`config.mk`:
```
export PLATFORM = sky130hd
export DESIGN_NAME = radix_number_formatter
export DESIGN_NICKNAME = d
export VERILOG_FILES = /design/src/hdl/rnf_pkg.sv /design/src/hdl/rnf_front.sv /design/src/hdl/rnf_back.sv /design/src/hdl/radix_number_formatter.sv
export SDC_FILE = /design/constraint.sdc
export NUM_CORES = 1
export LEC_CHECK = 0
export BUFFER_PORTS_ARGS = -buffer_cell sky130_fd_sc_hd__buf_2
export CORE_MARGIN = 3
export CORE_UTILIZATION = 55
export CTS_BUF_LIST = sky130_fd_sc_hd__clkbuf_4
export CTS_CLUSTER_SIZE = 8
export DETAILED_ROUTE_END_ITERATION = 7
export PLACE_DENSITY = 0.72
export SLEW_MARGIN = 0
export SYNTH_ARGS = -nofsm -noshare
export SYNTH_HDL_FRONTEND = slang
export SYNTH_SLANG_ARGS = --single-unit
```
`constraint.sdc`:
```
create_clock -name clk -period 6.44 [get_ports clk]
set_clock_uncertainty 0.15 [all_clocks]
set_input_delay 1.61 -clock clk [delete_from_list [all_inputs] [get_ports clk]]
set_output_delay 1.61 -clock clk [all_outputs]
set_load 0.05 [all_outputs]
```
`src/hdl/rnf_pkg.sv`:
```
// Shared constants and the digit glyph function for the radix number formatter.
package rnf_pkg;

    localparam logic [6:0] CH_ZERO  = 7'h30;
    localparam logic [6:0] CH_UND   = 7'h5F;
    localparam logic [6:0] CH_SPACE = 7'h20;
    localparam logic [6:0] CH_MINUS = 7'h2D;
    localparam logic [6:0] CH_UPA   = 7'h41;

    localparam logic [1:0] REG_BASE  = 2'd0;
    localparam logic [1:0] REG_WIDTH = 2'd1;
    localparam logic [1:0] REG_ZFILL = 2'd2;

    // Glyph for one digit value, upper-case letters above nine.
    function automatic logic [6:0] digit_glyph(input logic [3:0] d);
        logic [6:0] g;
        if (d < 4'd10)
            g = CH_ZERO + {3'd0, d};
        else
            g = CH_UPA + {3'd0, d} - 7'd10;
        return g;
    endfunction

endpackage

```
`src/hdl/rnf_front.sv`:
```
// Front end: takes a number, resolves sign and magnitude, snapshots the config.
module rnf_front
    import rnf_pkg::*;
#(
    parameter int VALUE_BITS = 32
)
(
    input  logic                  clk,
    input  logic                  rst_n,
    input  logic                  push,
    output logic                  full,
    input  logic [VALUE_BITS-1:0] value,
    input  logic                  is_signed,
    input  logic [4:0]            number_base,
    input  logic [5:0]            min_width,
    input  logic                  zero_fill,
    output logic                  job_valid,
    input  logic                  job_take,
    output logic [VALUE_BITS-1:0] job_mag,
    output logic                  job_neg,
    output logic [4:0]            job_base,
    output logic [5:0]            job_width,
    output logic                  job_zfill
);

    // Two-entry queue between front and back.
    logic [1:0]            cnt_reg, cnt_next;
    logic                  wp_reg, rp_reg;
    logic [VALUE_BITS-1:0] mag_mem [2];
    logic                  neg_mem [2];
    logic [4:0]            base_mem [2];
    logic [5:0]            width_mem [2];
    logic                  zf_mem [2];

    logic                  neg;
    logic [VALUE_BITS-1:0] mag;
    logic [4:0]            base_c;
    logic [5:0]            width_c;
    logic                  do_push, do_pop;

    always_comb
    begin
        neg = is_signed & value[VALUE_BITS-1];
        mag = neg ? (~value + 1'b1) : value;
        if (number_base < 5'd2)
            base_c = 5'd2;
        else if (number_base > 5'd16)
            base_c = 5'd16;
        else
            base_c = number_base;
        width_c = (neg && min_width != 6'd0) ? min_width - 6'd1 : min_width;
    end

    assign full      = (cnt_reg == 2'd2);
    assign do_push   = push & ~full;
    assign job_valid = (cnt_reg != 2'd0);
    assign do_pop    = job_take & job_valid;
    assign cnt_next  = cnt_reg + {1'b0, do_push} - {1'b0, do_pop};

    always_ff @(posedge clk or negedge rst_n)
    begin
        if (!rst_n)
        begin
            cnt_reg <= 2'd0;
            wp_reg  <= 1'b0;
            rp_reg  <= 1'b0;
        end
        else
        begin
            cnt_reg <= cnt_next;
            if (do_push)
                wp_reg <= ~wp_reg;
            if (do_pop)
                rp_reg <= ~rp_reg;
        end
    end

    always_ff @(posedge clk)
    begin
        if (do_push)
        begin
            mag_mem[wp_reg]   <= mag;
            neg_mem[wp_reg]   <= neg;
            base_mem[wp_reg]  <= base_c;
            width_mem[wp_reg] <= width_c;
            zf_mem[wp_reg]    <= zero_fill;
        end
    end

    assign job_mag   = mag_mem[rp_reg];
    assign job_neg   = neg_mem[rp_reg];
    assign job_base  = base_mem[rp_reg];
    assign job_width = width_mem[rp_reg];
    assign job_zfill = zf_mem[rp_reg];

    property p_cnt_bound;
        @(posedge clk) disable iff (!rst_n) cnt_reg != 2'd3;
    endproperty
    a_cnt_bound: assert property (p_cnt_bound) else $error("queue count out of range");

    property p_no_push_full;
        @(posedge clk) disable iff (!rst_n) full |-> !do_push;
    endproperty
    a_no_push_full: assert property (p_no_push_full) else $error("push while full");

    property p_pop_grows_not;
        @(posedge clk) disable iff (!rst_n) (do_pop && !do_push) |=> cnt_reg == $past(cnt_reg) - 2'd1;
    endproperty
    a_pop_grows_not: assert property (p_pop_grows_not) else $error("pop count mismatch");

endmodule

```
`src/hdl/rnf_back.sv`:
```
// Back end: digit divider, text buffer build, then character emission.
module rnf_back
    import rnf_pkg::*;
#(
    parameter int VALUE_BITS = 32,
    parameter int MAX_CHARS  = 32
)
(
    input  logic                  clk,
    input  logic                  rst_n,
    input  logic                  job_valid,
    output logic                  job_take,
    input  logic [VALUE_BITS-1:0] job_mag,
    input  logic                  job_neg,
    input  logic [4:0]            job_base,
    input  logic [5:0]            job_width,
    input  logic                  job_zfill,
    output logic                  empty,
    input  logic                  pop,
    output logic [6:0]            char_code,
    output logic                  last_char,
    output logic                  overflow
);

    localparam int LW = $clog2(MAX_CHARS + 3);
    localparam int AW = $clog2(MAX_CHARS);
    localparam int CW = $clog2(VALUE_BITS + 1);

    localparam logic [2:0] ST_IDLE = 3'd0;
    localparam logic [2:0] ST_DIV  = 3'd1;
    localparam logic [2:0] ST_DIG  = 3'd2;
    localparam logic [2:0] ST_FILL = 3'd3;
    localparam logic [2:0] ST_SIGN = 3'd4;
    localparam logic [2:0] ST_EMIT = 3'd5;

    logic [2:0]            state_reg, state_next;
    logic [VALUE_BITS-1:0] quo_reg;
    logic [4:0]            rem_reg;
    logic [CW-1:0]         bit_reg;
    logic [VALUE_BITS-1:0] mag_reg;
    logic                  neg_reg, zf_reg;
    logic [4:0]            base_reg;
    logic [5:0]            width_reg;
    logic [7:0]            tgt_reg;
    logic [LW-1:0]         len_reg;
    logic [2:0]            dcnt_reg;
    logic                  ovf_reg;
    logic [LW-1:0]         pos_reg;
    logic [6:0]            rev_mem [MAX_CHARS];

    // Output register.
    logic       ov_reg;
    logic [6:0] oc_reg;
    logic       ol_reg, oo_reg;

    logic [5:0]    trial;
    logic          emit_go;
    logic [6:0]    rd_ch;
    logic [11:0]   w_x52;

    assign job_take  = (state_reg == ST_IDLE) & job_valid;
    assign empty     = ~ov_reg;
    assign char_code = oc_reg;
    assign last_char = ol_reg;
    assign overflow  = oo_reg;
    assign emit_go   = (state_reg == ST_EMIT) & (~ov_reg | pop);
    assign trial     = {rem_reg, quo_reg[VALUE_BITS-1]};
    assign rd_ch     = rev_mem[AW'(pos_reg - 1'b1)];
    // width / 5 as (width * 52) >> 8, exact for widths up to 63
    assign w_x52     = {6'd0, job_width} * 12'd52;

    always_comb
    begin
        state_next = state_reg;
        unique case (state_reg)
            ST_IDLE:
                if (job_valid)
                    state_next = ST_DIV;
            ST_DIV:
                if (bit_reg == CW'(VALUE_BITS))
                    state_next = ST_DIG;
            ST_DIG:
                state_next = (mag_reg == '0 || ovf_reg) ? ST_FILL : ST_DIV;
            ST_FILL:
                if (ovf_reg ||
                    (zf_reg ? ({{(8-LW){1'b0}}, len_reg} >= tgt_reg)
                            : ({{(8-LW){1'b0}}, len_reg} >= {2'd0, width_reg})))
                    state_next = ST_SIGN;
            ST_SIGN:
                state_next = ST_EMIT;
            ST_EMIT:
                if (emit_go && (ovf_reg || pos_reg == LW'(1)))
                    state_next = ST_IDLE;
            default:
                state_next = ST_IDLE;
        endcase
    end

    always_ff @(posedge clk or negedge rst_n)
    begin
        if (!rst_n)
        begin
            state_reg <= ST_IDLE;
            ov_reg    <= 1'b0;
        end
        else
        begin
            state_reg <= state_next;
            if (emit_go)
                ov_reg <= 1'b1;
            else if (pop)
                ov_reg <= 1'b0;
        end
    end

    // Loads the job, divides, and appends characters to the reversed buffer; beyond capacity only flags overflow.
    always_ff @(posedge clk)
    begin
        case (state_reg)
            ST_IDLE:
            begin
                mag_reg   <= job_mag;
                neg_reg   <= job_neg;
                zf_reg    <= job_zfill;
                base_reg  <= job_base;
                width_reg <= job_width;
                tgt_reg   <= {2'd0, job_width} + {4'd0, w_x52[11:8]};
                len_reg   <= (job_mag == '0) ? LW'(1) : '0;
                dcnt_reg  <= (job_mag == '0) ? 3'd1 : 3'd0;
                ovf_reg   <= 1'b0;
                quo_reg   <= job_mag;
                rem_reg   <= 5'd0;
                bit_reg   <= '0;
                if (job_mag == '0)
                    rev_mem[0] <= CH_ZERO;
            end
            ST_DIV:
            begin
                if (bit_reg != CW'(VALUE_BITS))
                begin
                    if (trial >= {1'b0, base_reg})
                    begin
                        rem_reg <= 5'(trial - {1'b0, base_reg});
                        quo_reg <= {quo_reg[VALUE_BITS-2:0], 1'b1};
                    end
                    else
                    begin
                        rem_reg <= trial[4:0];
                        quo_reg <= {quo_reg[VALUE_BITS-2:0], 1'b0};
                    end
                    bit_reg <= bit_reg + 1'b1;
                end
            end
            ST_DIG:
            begin
                if (mag_reg != '0 && !ovf_reg)
                begin
                    if (dcnt_reg == 3'd4)
                    begin
                        if (len_reg + 2'd2 > LW'(MAX_CHARS))
                            ovf_reg <= 1'b1;
                        else
                        begin
                            rev_mem[AW'(len_reg)]        <= CH_UND;
                            rev_mem[AW'(len_reg + 1'b1)] <= digit_glyph(rem_reg[3:0]);
                        end
                        len_reg  <= len_reg + 2'd2;
                        dcnt_reg <= 3'd1;
                    end
                    else
                    begin
                        if (len_reg >= LW'(MAX_CHARS))
                            ovf_reg <= 1'b1;
                        else
                            rev_mem[AW'(len_reg)] <= digit_glyph(rem_reg[3:0]);
                        len_reg  <= len_reg + 1'b1;
                        dcnt_reg <= dcnt_reg + 1'b1;
                    end
                    mag_reg <= quo_reg;
                    quo_reg <= quo_reg;
                    rem_reg <= 5'd0;
                    bit_reg <= '0;
                end
            end
            ST_FILL:
            begin
                if (state_next == ST_FILL)
                begin
                    // zero fill keeps the grouping: a full group gets '_' and a zero together
                    if (zf_reg && dcnt_reg == 3'd4)
                    begin
                        if (len_reg + 2'd2 > LW'(MAX_CHARS))
                            ovf_reg <= 1'b1;
                        else
                        begin
                            rev_mem[AW'(len_reg)]        <= CH_UND;
                            rev_mem[AW'(len_reg + 1'b1)] <= CH_ZERO;
                        end
                        len_reg  <= len_reg + 2'd2;
                        dcnt_reg <= 3'd1;
                    end
                    else
                    begin
                        if (len_reg >= LW'(MAX_CHARS))
                            ovf_reg <= 1'b1;
                        else
                            rev_mem[AW'(len_reg)] <= zf_reg ? CH_ZERO : CH_SPACE;
                        len_reg  <= len_reg + 1'b1;
                        dcnt_reg <= dcnt_reg + 1'b1;
                    end
                end
                pos_reg <= len_reg;
            end
            ST_SIGN:
            begin
                if (neg_reg)
                begin
                    if (len_reg >= LW'(MAX_CHARS))
                        ovf_reg <= 1'b1;
                    else
                        rev_mem[AW'(len_reg)] <= CH_MINUS;
                    pos_reg <= len_reg + 1'b1;
                end
                else
                    pos_reg <= len_reg;
            end
            ST_EMIT:
            begin
                if (emit_go)
                begin
                    oo_reg <= ovf_reg;
                    oc_reg <= ovf_reg ? 7'd0 : rd_ch;
                    ol_reg <= ovf_reg | (pos_reg == LW'(1));
                    pos_reg <= pos_reg - 1'b1;
                end
            end
            default:
            begin
            end
        endcase
    end

    property p_emit_has_room;
        @(posedge clk) disable iff (!rst_n) emit_go |=> !empty;
    endproperty
    a_emit_has_room: assert property (p_emit_has_room) else $error("result lost");

    property p_idle_after_last;
        @(posedge clk) disable iff (!rst_n)
            (emit_go && (ovf_reg || pos_reg == LW'(1))) |=> state_reg == ST_IDLE;
    endproperty
    a_idle_after_last: assert property (p_idle_after_last) else $error("no return to idle");

    property p_emit_pos;
        @(posedge clk) disable iff (!rst_n)
            (state_reg == ST_EMIT && !ovf_reg) |-> pos_reg != '0;
    endproperty
    a_emit_pos: assert property (p_emit_pos) else $error("emit past buffer start");

endmodule

```
`src/hdl/radix_number_formatter.sv`:
```
// Top level of the radix number formatter.
// Flow: queue, take, then per digit a 32-step divide, check and write, a final divide for the
// zero quotient, fill steps, the sign, then characters, held while the output register is full.
// The back end handles one number at a time; a two-entry queue buffers the front.
// Overflow gives a single result; reset (rst_n low, asynchronous) clears queues and control,
// config returns to base 10, width 0, space fill.
module radix_number_formatter
    import rnf_pkg::*;
#(
    parameter int VALUE_BITS = 32,
    parameter int MAX_CHARS  = 32
)
(
    input  logic                  clk,
    input  logic                  rst_n,
    input  logic                  push,
    output logic                  full,
    input  logic [VALUE_BITS-1:0] value,
    input  logic                  is_signed,
    output logic                  empty,
    input  logic                  pop,
    output logic [6:0]            char_code,
    output logic                  last_char,
    output logic                  overflow,
    input  logic                  cfg_we,
    input  logic [1:0]            cfg_index,
    input  logic [5:0]            cfg_data
);

    logic [4:0] base_reg;
    logic [5:0] width_reg;
    logic       zf_reg;

    always_ff @(posedge clk or negedge rst_n)
    begin
        if (!rst_n)
        begin
            base_reg  <= 5'd10;
            width_reg <= 6'd0;
            zf_reg    <= 1'b0;
        end
        else if (cfg_we)
        begin
            case (cfg_index)
                REG_BASE:  base_reg  <= cfg_data[4:0];
                REG_WIDTH: width_reg <= cfg_data;
                REG_ZFILL: zf_reg    <= cfg_data[0];
                default:
                begin
                end
            endcase
        end
    end

    logic                  job_valid, job_take, job_neg, job_zfill;
    logic [VALUE_BITS-1:0] job_mag;
    logic [4:0]            job_base;
    logic [5:0]            job_width;

    rnf_front #(.VALUE_BITS(VALUE_BITS)) u_front (
        .clk(clk), .rst_n(rst_n), .push(push), .full(full), .value(value),
        .is_signed(is_signed), .number_base(base_reg), .min_width(width_reg),
        .zero_fill(zf_reg), .job_valid(job_valid), .job_take(job_take),
        .job_mag(job_mag), .job_neg(job_neg), .job_base(job_base),
        .job_width(job_width), .job_zfill(job_zfill)
    );

    rnf_back #(.VALUE_BITS(VALUE_BITS), .MAX_CHARS(MAX_CHARS)) u_back (
        .clk(clk), .rst_n(rst_n), .job_valid(job_valid), .job_take(job_take),
        .job_mag(job_mag), .job_neg(job_neg), .job_base(job_base),
        .job_width(job_width), .job_zfill(job_zfill), .empty(empty), .pop(pop),
        .char_code(char_code), .last_char(last_char), .overflow(overflow)
    );

endmodule
```
**Word level (Yosys, flattened, before mapping)**

Memories as Yosys holds them, arrays and structs flattened. A register that Yosys moved wholly into a read port is not among the register bits.
Cells that the tools add are included.

- Bits in registers: 127
- RAM bits: 314
- Input port bits: 46
- Output and inout port bits: 11
- Logic and storage cells: 209
- Memories: 6

Memories:

| name | depth | bits a word | rd ports | clocked after memory_dff | wr ports | line | source |
|---|---|---|---|---|---|---|---|
| u_back.rev_mem | 32 | 7 | 1 | 1 | 2 | rnf_back.sv:49 | `logic [6:0] rev_mem [MAX_CHARS];` |
| u_front.mag_mem | 2 | 32 | 1 | 0 | 1 | rnf_front.sv:29 | `logic [VALUE_BITS-1:0] mag_mem [2];` |
| u_front.width_mem | 2 | 6 | 1 | 0 | 1 | rnf_front.sv:32 | `logic [5:0] width_mem [2];` |
| u_front.base_mem | 2 | 5 | 1 | 1 | 1 | rnf_front.sv:31 | `logic [4:0] base_mem [2];` |
| u_front.neg_mem | 2 | 1 | 1 | 1 | 1 | rnf_front.sv:30 | `logic neg_mem [2];` |
| u_front.zf_mem | 2 | 1 | 1 | 1 | 1 | rnf_front.sv:33 | `logic zf_mem [2];` |

- Add/sub/neg operators: 14
- Multipliers: 1
- Order comparisons: 8
- Equality and inequality tests: 18
- Mux-type cells: 92
- Bitwise operators: 17
- Reduce and logical (&&, ||, !) cells: 33

Operators with widths:

| kind | number |
|---|---|
| case mux 32 bit (2 select lines) | 2 |
| 2-to-1 mux 7 bit | 15 |
| 2-to-1 mux 32 bit | 3 |
| zero test 32 bit | 2 |
| 2-to-1 mux 6 bit | 9 |
| case mux 6 bit (3 select lines) | 3 |
| 2-to-1 mux 1 bit | 40 |
| 2-to-1 mux 5 bit | 7 |
| adder 32 x 1 -> 32 bit, second input constant | 1 |
| NOT 32 bit | 1 |
| nonzero test 32 bit | 1 |
| 2-to-1 mux 3 bit | 8 |
| case mux 3 bit (6 select lines) | 1 |
| case mux 5 bit (3 select lines) | 1 |
| AND reduction 2 bit | 7 |
| adder 6 x 1 -> 6 bit, second input constant | 2 |
| subtractor 6 x 1 -> 6 bit, second input constant | 2 |
| multiplier 6 x 4 -> 10 bit, second input constant | 1 |
| != test 2 x 1 -> 1 bit, second input constant | 5 |
| == test 3 x 2 -> 1 bit, second input constant | 3 |
| == test 3 bit, second input constant | 3 |
| case mux 3 bit (3 select lines) | 1 |
| nonzero test 3 bit | 3 |
| >= comparator 6 x 8 -> 1 bit | 1 |
| other kinds (38) | 61 |

**Longest topological paths before layout**

Gate-level depths: netlist of the first run.

- Word-level depth: 15
- Gate-level depth with buffers: 18
- Mapped depth without buffers: 16

**Cells and area by module**

Synthesis of the first run repeated with hierarchy kept, for this count alone.

- Cell total of the unflattened synthesis: 1,688
- Area total of the unflattened synthesis: 22,871.9 µm²

By module, submodules not included:

| module | instances | cells each | area an instance (µm²) | sequential area each (µm²) |
|---|---|---|---|---|
| rnf_back | 1 | 1,375 | 18,076.1 | 10,430.0 |
| rnf_front | 1 | 286 | 4,320.4 | 2,802.7 |
| radix_number_formatter | 1 | 27 | 475.5 | 302.8 |

**Worst setup path after synthesis of the first run**

Ideal clock, no wire load.

- Kind: register -> register
- From: register u_front.rp_reg
- To: register u_back.tgt_reg[5], data pin
- Library setup time: 0.259 ns
- Data arrival time: 4.229 ns
- Required time: 6.031 ns
- Slack: 1.802 ns
- Stages on the path, launching flop included: 19
- Buffers on the path: 2
- Clock period less this slack: 4.638 ns
- Cell sequence: dfrtp_1 -> buf_1 -> buf_1 -> mux2_2 -> ha_1 -> inv_1 -> fa_1 -> inv_1 -> ha_1 -> a41oi_1 -> o21ai_0 -> o21a_1 -> nor2_1 -> ha_1 -> a21o_1 -> a21oi_1 -> nor2b_1 -> o21ai_0 -> xnor2_1

- Longest elaborated chain between the ends: 3

RTL lines:

| what | line | source |
|---|---|---|
| start, declared | rnf_front.sv:28 | `logic wp_reg, rp_reg;` |
| start signal, assigned | rnf_front.sv:74 | `rp_reg <= ~rp_reg;` |
| memory (2 x 6 bit) * | -- |  |
| named net job_width[1] | radix_number_formatter.sv:58 | `logic [5:0] job_width;` |
| multiplier 6 x 4 -> 10 bit | rnf_back.sv:70 | `assign w_x52 = {6'd0, job_width} * 12'd52;` |
| adder 6 x 4 -> 7 bit * | rnf_back.sv:127 | `tgt_reg <= {2'd0, job_width} + {4'd0, w_x52[11:8]};` |
| end signal, assigned | rnf_back.sv:127 |  |
| end, declared | rnf_back.sv:44 | `logic [7:0] tgt_reg;` |

Mark *: on every way through the listed nets, which the timed path passes. The rest lies on a longest branch.
A chain may end at the register's enable or synchronous reset.

==> results of run 1 <==
metal layers:
metal,share of wire,routed length (microns)
met1,0.39,21350
met2,0.49,26870
met3,0.082,4460
met4,0.036,1969
met5,0.00044,24
cell type report:
class / instances / area (sq um)
clock inverters: 45 / 281.5
fillers: 3066 / 15160
well taps: 525 / 656.9
diodes: 2 / 5.005
multi-input cells: 1099 / 8542
inverters: 57 / 214.0
flip-flops and latches: 454 / 13540
clock buffers: 165 / 1239
repair buffers: 104 / 640.6
worst reg2reg max path, cell delays in order, from the launching register on:
cell and delay, ns:
edfxtp_1 0.61, inv_1 0.25, ha_1 0.34, nor2b_1 0.10, o21ai_0 0.10, a21oi_1 0.64, o2bb2a_1 0.46, o211a_2 0.57
o41ai_1 0.83, buf_4 0.26
cell families after synthesis:
| family | count (synthesis) |
|---|---|
| buf+inv | 186 |
| flops | 454 |
| fa+ha+maj | 57 |
| simple gates | 398 |
| mux | 204 |
| xor+xnor | 63 |
| compound gates | 377 |
cell usage in the layout, fill, tap and decap left out, types with 17 or more instances in the layout:
cell / n
nand3_1: 40
o21ai_0: 67
clkbuf_4: 165
a21oi_1: 226
mux4_2: 70
nor2_1: 131
xnor2_1: 31
buf_4: 48
nor4_1: 37
inv_1: 56
mux2_2: 24
buf_2: 56
xor2_1: 31
clkinv_1: 33
nand2_1: 42
ha_1: 52
mux2i_1: 110
dfrtp_1: 17
and3_1: 23
edfxtp_1: 434
nor3_1: 19
o41ai_1: 21
nand4_1: 33
where the power goes:
group          switching [mW]  internal [mW]
clock network            1.16           1.34
registers               0.388           4.18
logic                    2.97           1.67
total                    4.51           7.19
path summary, 6_finish.rpt:
path | depth (start not counted) | to | slack, ns | startpoint
setup / recovery | 9 | u_back.rev_mem[1][4] | 1.83 | u_back.len_reg[0]
hold / removal | 0 | u_front.zf_mem[1] | 0.33 | zf_reg
setup reg to reg | 9 | u_back.rev_mem[1][4] | 1.83 | u_back.len_reg[0]
hold reg to reg | 0 | u_front.zf_mem[1] | 0.33 | zf_reg
max in group asynchronous | 1 | u_front.rp_reg | 5.16 | rst_n
min in group asynchronous | 1 | u_front.cnt_reg[1] | 0.62 | rst_n
stage by stage:
stage               total power, mW  utilization  instance area (sq um)  instances  hold slack (ns)
floorplan                     7.867            -                  22740       1739           0.2866
global placement              9.073       0.5857                  23590       2239           0.3037
detailed placement            9.215       0.5857                  23590       2239           0.3160
CTS                           11.73       0.6234                  25110       2449           0.3347
global route                  12.43       0.6235                  25120       2451           0.3430
finish                        11.70       0.6235                  25120       2451           0.3286
==> results by stage, run 1 <==
Synth:
- Of the post-synthesis cell area, the part taken by muxes is 0.1296.
- Synthesis produced a netlist with a net count of between 1500 and 2000.
- The async set or reset register ratio after synthesis is 0.04405.
- Yosys mapped the design onto 74 distinct sky130hd cell types.
- The dominant combinational cell family by area after synthesis is multiplexers.
- Counting instances in the post-synthesis netlist gives the leading cell types as edfxtp_1 (434), a21oi_1 (228), nor2_1 (132).
- The dominant cell type by area after synthesis is edfxtp_1.
- The synthesized-area fraction occupied by ao, oa, aoi and oai cells is 0.09511.
- The total of flip-flops plus latches after synthesis is 454.
- The share of synthesized cell area in full adder, half adder and majority cells is 0.03268.
- The number of enable-type register cells in the synthesized netlist is 434.
- The synthesized netlist cell count is about 1700.
- Sorting the synthesized cells by area gives the leading types as edfxtp_1 (57%), mux4_2 (6.9%), a21oi_1 (5.0%).
- The mean area per synthesized cell is 13.08 sq um.
- The Yosys step of the flow raised 0 warnings.
- Of the total synthesized cell area, the portion taken by AND, OR, NAND and NOR gates is 0.09016.
- The flip-flop cell with the highest count after synthesis is edfxtp_1.
- In the post-synthesis netlist, the cell with the most instances is edfxtp_1.
- The area share of the largest cell type after synthesis is 0.5730.
- The mapped netlist covers 0.02274 sq mm.
- For this run, the register share of the synthesized area comes to 0.5951.
- The xor-xnor portion of the synthesized cell area is 0.02426.

Layout:
- The register with the most flip-flops in the layout has 224 of them.
- The final layout contains 1932 nets.
- The largest registers in the layout are u_back.rev_mem (224), u_front.mag_mem (64).
- More flip-flops sit in one register than any other, and that register is u_back.rev_mem.
- The synthesis-to-layout area growth is 10.42%.
- In the final layout, the share of cells above drive strength 1 is 0.2136.

Place:
- OpenSTA, run right after detailed placement, puts the worst setup slack at 1.923 ns.
- The half-perimeter wire length after detailed placement is between 30000 and 40000 microns.
- The final weighted congestion of routability-driven global placement is about 0.84.
- During placement, the flow inserted port buffers numbering 56.

Route:
- The sum of routed wire length over all layers is 54670 microns.
- The routed layout has about 15000 vias.
- The total iterations of the first detailed-routing run is 6.
- The via-per-instance ratio is 6.313.
- In the routed design, unresolved DRC markers number 0.
- The first routing iteration left between 1000 and 1500 violations.
- The remaining number of nets flagged by the antenna check after routing is 0.
- Dividing the detail-routed wire length by the instance count gives 22.31 microns.

CTS:
- In this run the deepest clock path goes through 3 buffers.
- TritonCTS built the clock tree.
- Post-CTS timing repair inserted 0 buffers for setup.
- CTS saw between 400 and 500 sinks.
- The buffer cell driving the clock tree root is clkbuf_4.
- After clock tree synthesis, the clock-pin slew on the worst setup and hold paths is 0.06 ns.
- The CTS buffer count is 113.
- The depth of the CTS H-tree is 3.
- The number of cells upsized or downsized after cts is 0.
- For this design, the CTS-stage hold fixing added 0 buffers.
- The later-pin clock latency in the skew report is 0.81 ns.

Die:
- The initial cell density of the core is 0.5647.
- The core region is around 0.040 sq mm.
- The number of rows created at floorplan is 73.
- The height of the chip is 209.4 microns.
- The die covers 0.04383 sq mm.
- The number of top-level design ports is 57.
- From left edge to right edge, the die measures 209.4 microns.

Global route:
- For this run, global-route usage on met1 was measured as 0.3197.
- The aggregate global routing overflow is 0.
- For met2 alone, demand over resource in global routing was 0.4109.
- The layer with the highest usage is met2.
- The wire length of the first global-routing pass is 86290 microns.
- The total routing resource utilization after global routing is 0.2498.
- For met3 alone, demand over resource in global routing was 0.05800.
- Entering global routing, the biggest net connects 73 pins.
- The via count of the first global-routing pass is 15800.
- The initial antenna violation count is 4.

Timing:
- The top achievable clock speed is 216.8 MHz.
- The share of the clock period used by the worst path is 0.7161.
- The total negative slack is 0 ns.
- The final count of hold timing violations came to 0.
- Setup repair after global routing left no endpoint under its margin.
- Measured against its own limit, the worst slew margin works out to 0.1152.
- The count of final max-slew check failures was 0.
- The worst path meets setup with 1.828 ns of slack.
- The slew of the pin with the lowest slew margin is 1.327 ns.
- The total of endpoints with negative setup slack in the final report is 0.
- The clock period could shrink to 4.612 ns.

Hold path:
- In this run the worst hold path is classified as reg2reg.

Run status:
- The flow ran to the end, and the final reports show no timing, DRC or antenna violations.

Worst setup path:
- The kind of cell with the highest combined delay along the critical path is compound AO/OA/AOI/OAI gates.
- The critical path goes through inv_1 -> ha_1 -> nor2b_1 -> o21ai_0 -> a21oi_1 -> o2bb2a_1 -> o211a_2 -> o41ai_1 -> buf_4.
- The critical path contains buffers and inverters numbering 2 combined.
- The class of the most critical setup path is reg2reg.
- The data arrival time at the worst-slack endpoint is 4.98 ns.
- The slowest stage cell on the critical path is o41ai_1.
- On the worst path, the slowest cell contributes a delay of a little over 0.8 ns.
- STA classifies the critical path endpoint as a register.
- Of all nets on the critical path, the largest fanout is 32.
- The worst setup path is launched from a register.
- STA puts the critical path data required time at 6.81 ns.

Flow run:
- The number of maximum-capacitance violations is 0.

Pwr:
- The largest vdd supply drop is 0.3883 mV.
- In this run the static leakage power is 9.759 nW.
- The power density over the cells is 465.9 mW/mm^2.
Note: power is estimated with default switching activity, not from simulation.
==> run 2: changes to the inputs <==
==> constraint.sdc (replaced) <==
create_clock -name clk -period 4.5 [get_ports clk]
set_clock_uncertainty 0.15 [all_clocks]
set_input_delay 1.125 -clock clk [delete_from_list [all_inputs] [get_ports clk]]
set_output_delay 1.125 -clock clk [all_outputs]
set_load 0.05 [all_outputs]
==> run 2 against run 1 <==
Sequential power increased by 42%; critical path depth rose by 7; clock-buffer cell count rose by 8; design area rose by 0.95%; non-clock buffer count is 28 higher; core utilization is 0.59 points higher; first-iteration DRC count is 2.1% lower.
==> results by stage, run 2 (synthesized netlist as in run 1, its figures left out) <==
Run status:
- The flow ran to the end, and the final reports show no timing, DRC or antenna violations.

CTS:
- The number of hold buffers added after cts came to 0 (unchanged).
- The later-pin clock latency in the skew report is 0.87 ns (+0.06 ns).
- The post-CTS setup buffer count is 0 (unchanged).
- The depth of the CTS H-tree is 3 (unchanged).
- The number of cells upsized or downsized after cts was 0 (unchanged).
- The largest buffer count on any clock path was 3 (unchanged).
- The clock slew seen by the registers of the worst setup and hold paths is 0.08 ns (+0.02 ns).
- The number of sinks handled by clock tree synthesis is 454 (unchanged).
- The buffer cell driving the clock tree root is clkbuf_4.
- The clock tree from TritonCTS is done.
- The CTS buffer count is 113 (unchanged).

Die:
- The height of the chip came to 209.4 microns (unchanged).
- The placeable core area is 0.04028 sq mm (unchanged).
- The number of rows created at floorplan was 73 (unchanged).
- The chip width came to 209.4 microns (unchanged).
- The total die area came to 0.04383 sq mm (unchanged).
- The number of top-level design ports is 57 (unchanged).
- The initial cell density of the core is 0.5647 (unchanged).

Layout:
- The number of standard cells in the final layout excluding fillers was 2480 (+1.2%).
- The count of filler cells inserted in the layout is 3081 (+0.49%).
- The post-layout instance area is 0.02535 sq mm (+0.95%).
- The share of cells above drive strength 1 was 0.2268 (+0.01321).
- The library cell used most frequently in the layout, excluding fill and tap cells, is edfxtp_1.
- In the layout the commonest cells are edfxtp_1 (434), a21oi_1 (226), clkbuf_4 (173).
- The number of flip-flops in the largest register came to 224 (unchanged).
- Compared with the post-synthesis result, the final layout area differs by 11.47%.
- The largest registers in the layout are u_back.rev_mem (224), u_front.mag_mem (64).
- The register name with the most flops is u_back.rev_mem.
- The post-layout net count is 1960 (+1.4%).
- The final core area utilization is 0.6294 (+0.005902).

Pwr:
- The power density over the cells came to 666.0 mW/mm^2 (+43%).
- The switching power summed over all nets is 6.458 mW (+43%).
- The portion of total power attributed to sequential cells is 0.383 (-0.007).
- The switching share of total power was 0.3825 (-0.003315).
- The power share of the clock group came to 0.213 (about the same).
- The overall power of the completed layout came to 16.89 mW (+44%).
- The largest vdd supply drop is 0.4626 mV (+19%).
- The total leakage power is 9.909 nW (+1.5%).
- The logic gate share of total power is 0.404 (+0.007).
- The design internal power is 10.43 mW (+45%).

Timing:
- The slew of the pin with the lowest slew margin came to 1.240 ns (-0.08696 ns).
- The total of endpoints with negative setup slack in the final report came to 0 (unchanged).
- The final critical-path required period came to 4.218 ns (-0.3942 ns).
- The worst hold slack across all endpoints is 0.07293 ns (-0.2557 ns).
- The tightest slew margin relative to the limit came to 0.1704 (+0.05517).
- Setup repair after global routing left no endpoint under its margin.
- The count of final max-slew check failures is 0 (unchanged).
- The total negative slack is 0 ns (unchanged).
- The share of the clock period used by the worst path is 0.9373 (+0.2211).
- The final count of hold timing violations is 0 (unchanged).
- The final critical-path setup slack is 0.2823 ns (-1.546 ns).
- The top achievable clock speed is 237.1 MHz (+9.3%).

Route:
- The via-per-instance ratio is 6.271 (-0.66%).
- The remaining number of nets flagged by the antenna check after routing is 0 (unchanged).
- The post-detailed-route wirelength per cell is 21.81 microns (-2.2%).
- The post-route DRC violation count was 0 (unchanged).
- The sum of routed wire length over all layers is 54090 microns (-1.1%).
- The total iterations of the first detailed-routing run was 6 (unchanged).
- The routed via count is 15550 (+0.52%).
- The starting DRC count in detailed routing is 1415 (-2.1%).

Global route:
- The initial antenna violation count is 2 (-2).
- The aggregate global routing overflow is 0 (unchanged).
- The total routing resource utilization after global routing is 0.2475 (-0.002322).
- The via count of the first global-routing pass was 15780 (-0.16%).
- The wire length of the first global-routing pass came to 85690 microns (-0.70%).
- The largest net degree at the start of global routing is 66 (-9.6%).

Worst setup path:
- The worst setup path is launched from a register.
- The data arrival time at the worst-slack endpoint is 4.68 ns (-0.30 ns).
- The maximum fanout along the worst path is 7 (-78%).
- The required time of the critical path was 4.96 ns (-1.85 ns).
- The register-to-register setup slack came to 0.28 ns (-1.55 ns).
- The endpoint type of the worst setup path is a register.
- The class of the most critical setup path is reg2reg.
- In this run the critical register-to-register path is captured at u_back.tgt_reg[5].
- The length in cells of the worst reg-to-reg path is 16 (+7).
- The reg-to-reg startpoint is u_front.rp_reg.

Place:
- The half-perimeter wire length after detailed placement was 35760 microns (+0.61%).
- The worst slack after detailed placement is 0.2476 ns (-1.675 ns).
- The number of input and output port buffers inserted is 56 (unchanged).
- The post-placement cell count was 2267 (+1.3%).
- The instance area after placement is 0.02381 sq mm (+0.93%).
- The final weighted congestion of routability-driven global placement is 0.8704 (+3.2%).

Hold path:
- The class of the most critical hold timing path is in2async.

Flow run:
- The number of maximum-capacitance violations was 0 (unchanged).
## run 2: cell count changes in the layout (fill, tap and decap cells not counted), sizes merged
cell      change
clkinv        -7
clkbuf        +8
bufinv        -1
buf          +28
clkinvlp      +2
inv           -1
## run 2: routing by layer
layer  up-vias  track usage  share of wire
met5         -            0              0
met4         0      0.09815          0.031
met2       797       0.4124           0.50
met1      7576       0.3185           0.38
met3       148      0.05441          0.087
li1       7031            -              -
## run 2: worst max-delay path by stage
stage	start	to	slack [ns]
after floorplan	u_front.rp_reg	u_back.tgt_reg[5]	0.16
after global placement	u_front.rp_reg	u_back.tgt_reg[5]	0.32
after detailed placement	u_front.rp_reg	u_back.tgt_reg[5]	0.25
after CTS	u_front.rp_reg	u_back.tgt_reg[5]	0.23
after global routing	u_front.rp_reg	u_back.tgt_reg[5]	0.0006
final	u_front.rp_reg	u_back.tgt_reg[5]	0.28
## run 2: critical path: stages (launching register included)
cell     delay (ns)
dfrtp_2        0.45
mux2_2         0.42
ha_1           0.29
inv_1          0.05
fa_1           0.50
inv_1          0.05
ha_1           0.28
a41oi_1        0.20
o21ai_0        0.17
o21a_1         0.21
nor2_1         0.19
ha_1           0.27
a21o_1         0.16
a21oi_1        0.22
nor2b_1        0.07
o21ai_0        0.20
xnor2_1        0.08
## run 2: power groups by stage
stage	clock network [mW]	registers [mW]	logic, mW
global route	3.90	6.57	7.44
global placement	0	6.52	6.59
detailed placement	0	6.56	6.77
floorplan	0	6.42	4.84
CTS	3.66	6.47	6.81
finish	3.60	6.47	6.81
## run 2: layout make-up
| cell class | instances | area [sq um] | share of cell area |
|---|---|---|---|
| tap | 525 | 656.9 | 0.02591 |
| multi-input combinational | 1099 | 8527 | 0.3363 |
| clock inverter | 38 | 239.0 | 0.009426 |
| timing repair buffer | 132 | 875.8 | 0.03455 |
| inverter | 57 | 214.0 | 0.008439 |
| antenna | 2 | 5.005 | 0.0001974 |
| sequential | 454 | 13540 | 0.5339 |
| clock buffer | 173 | 1299 | 0.05123 |
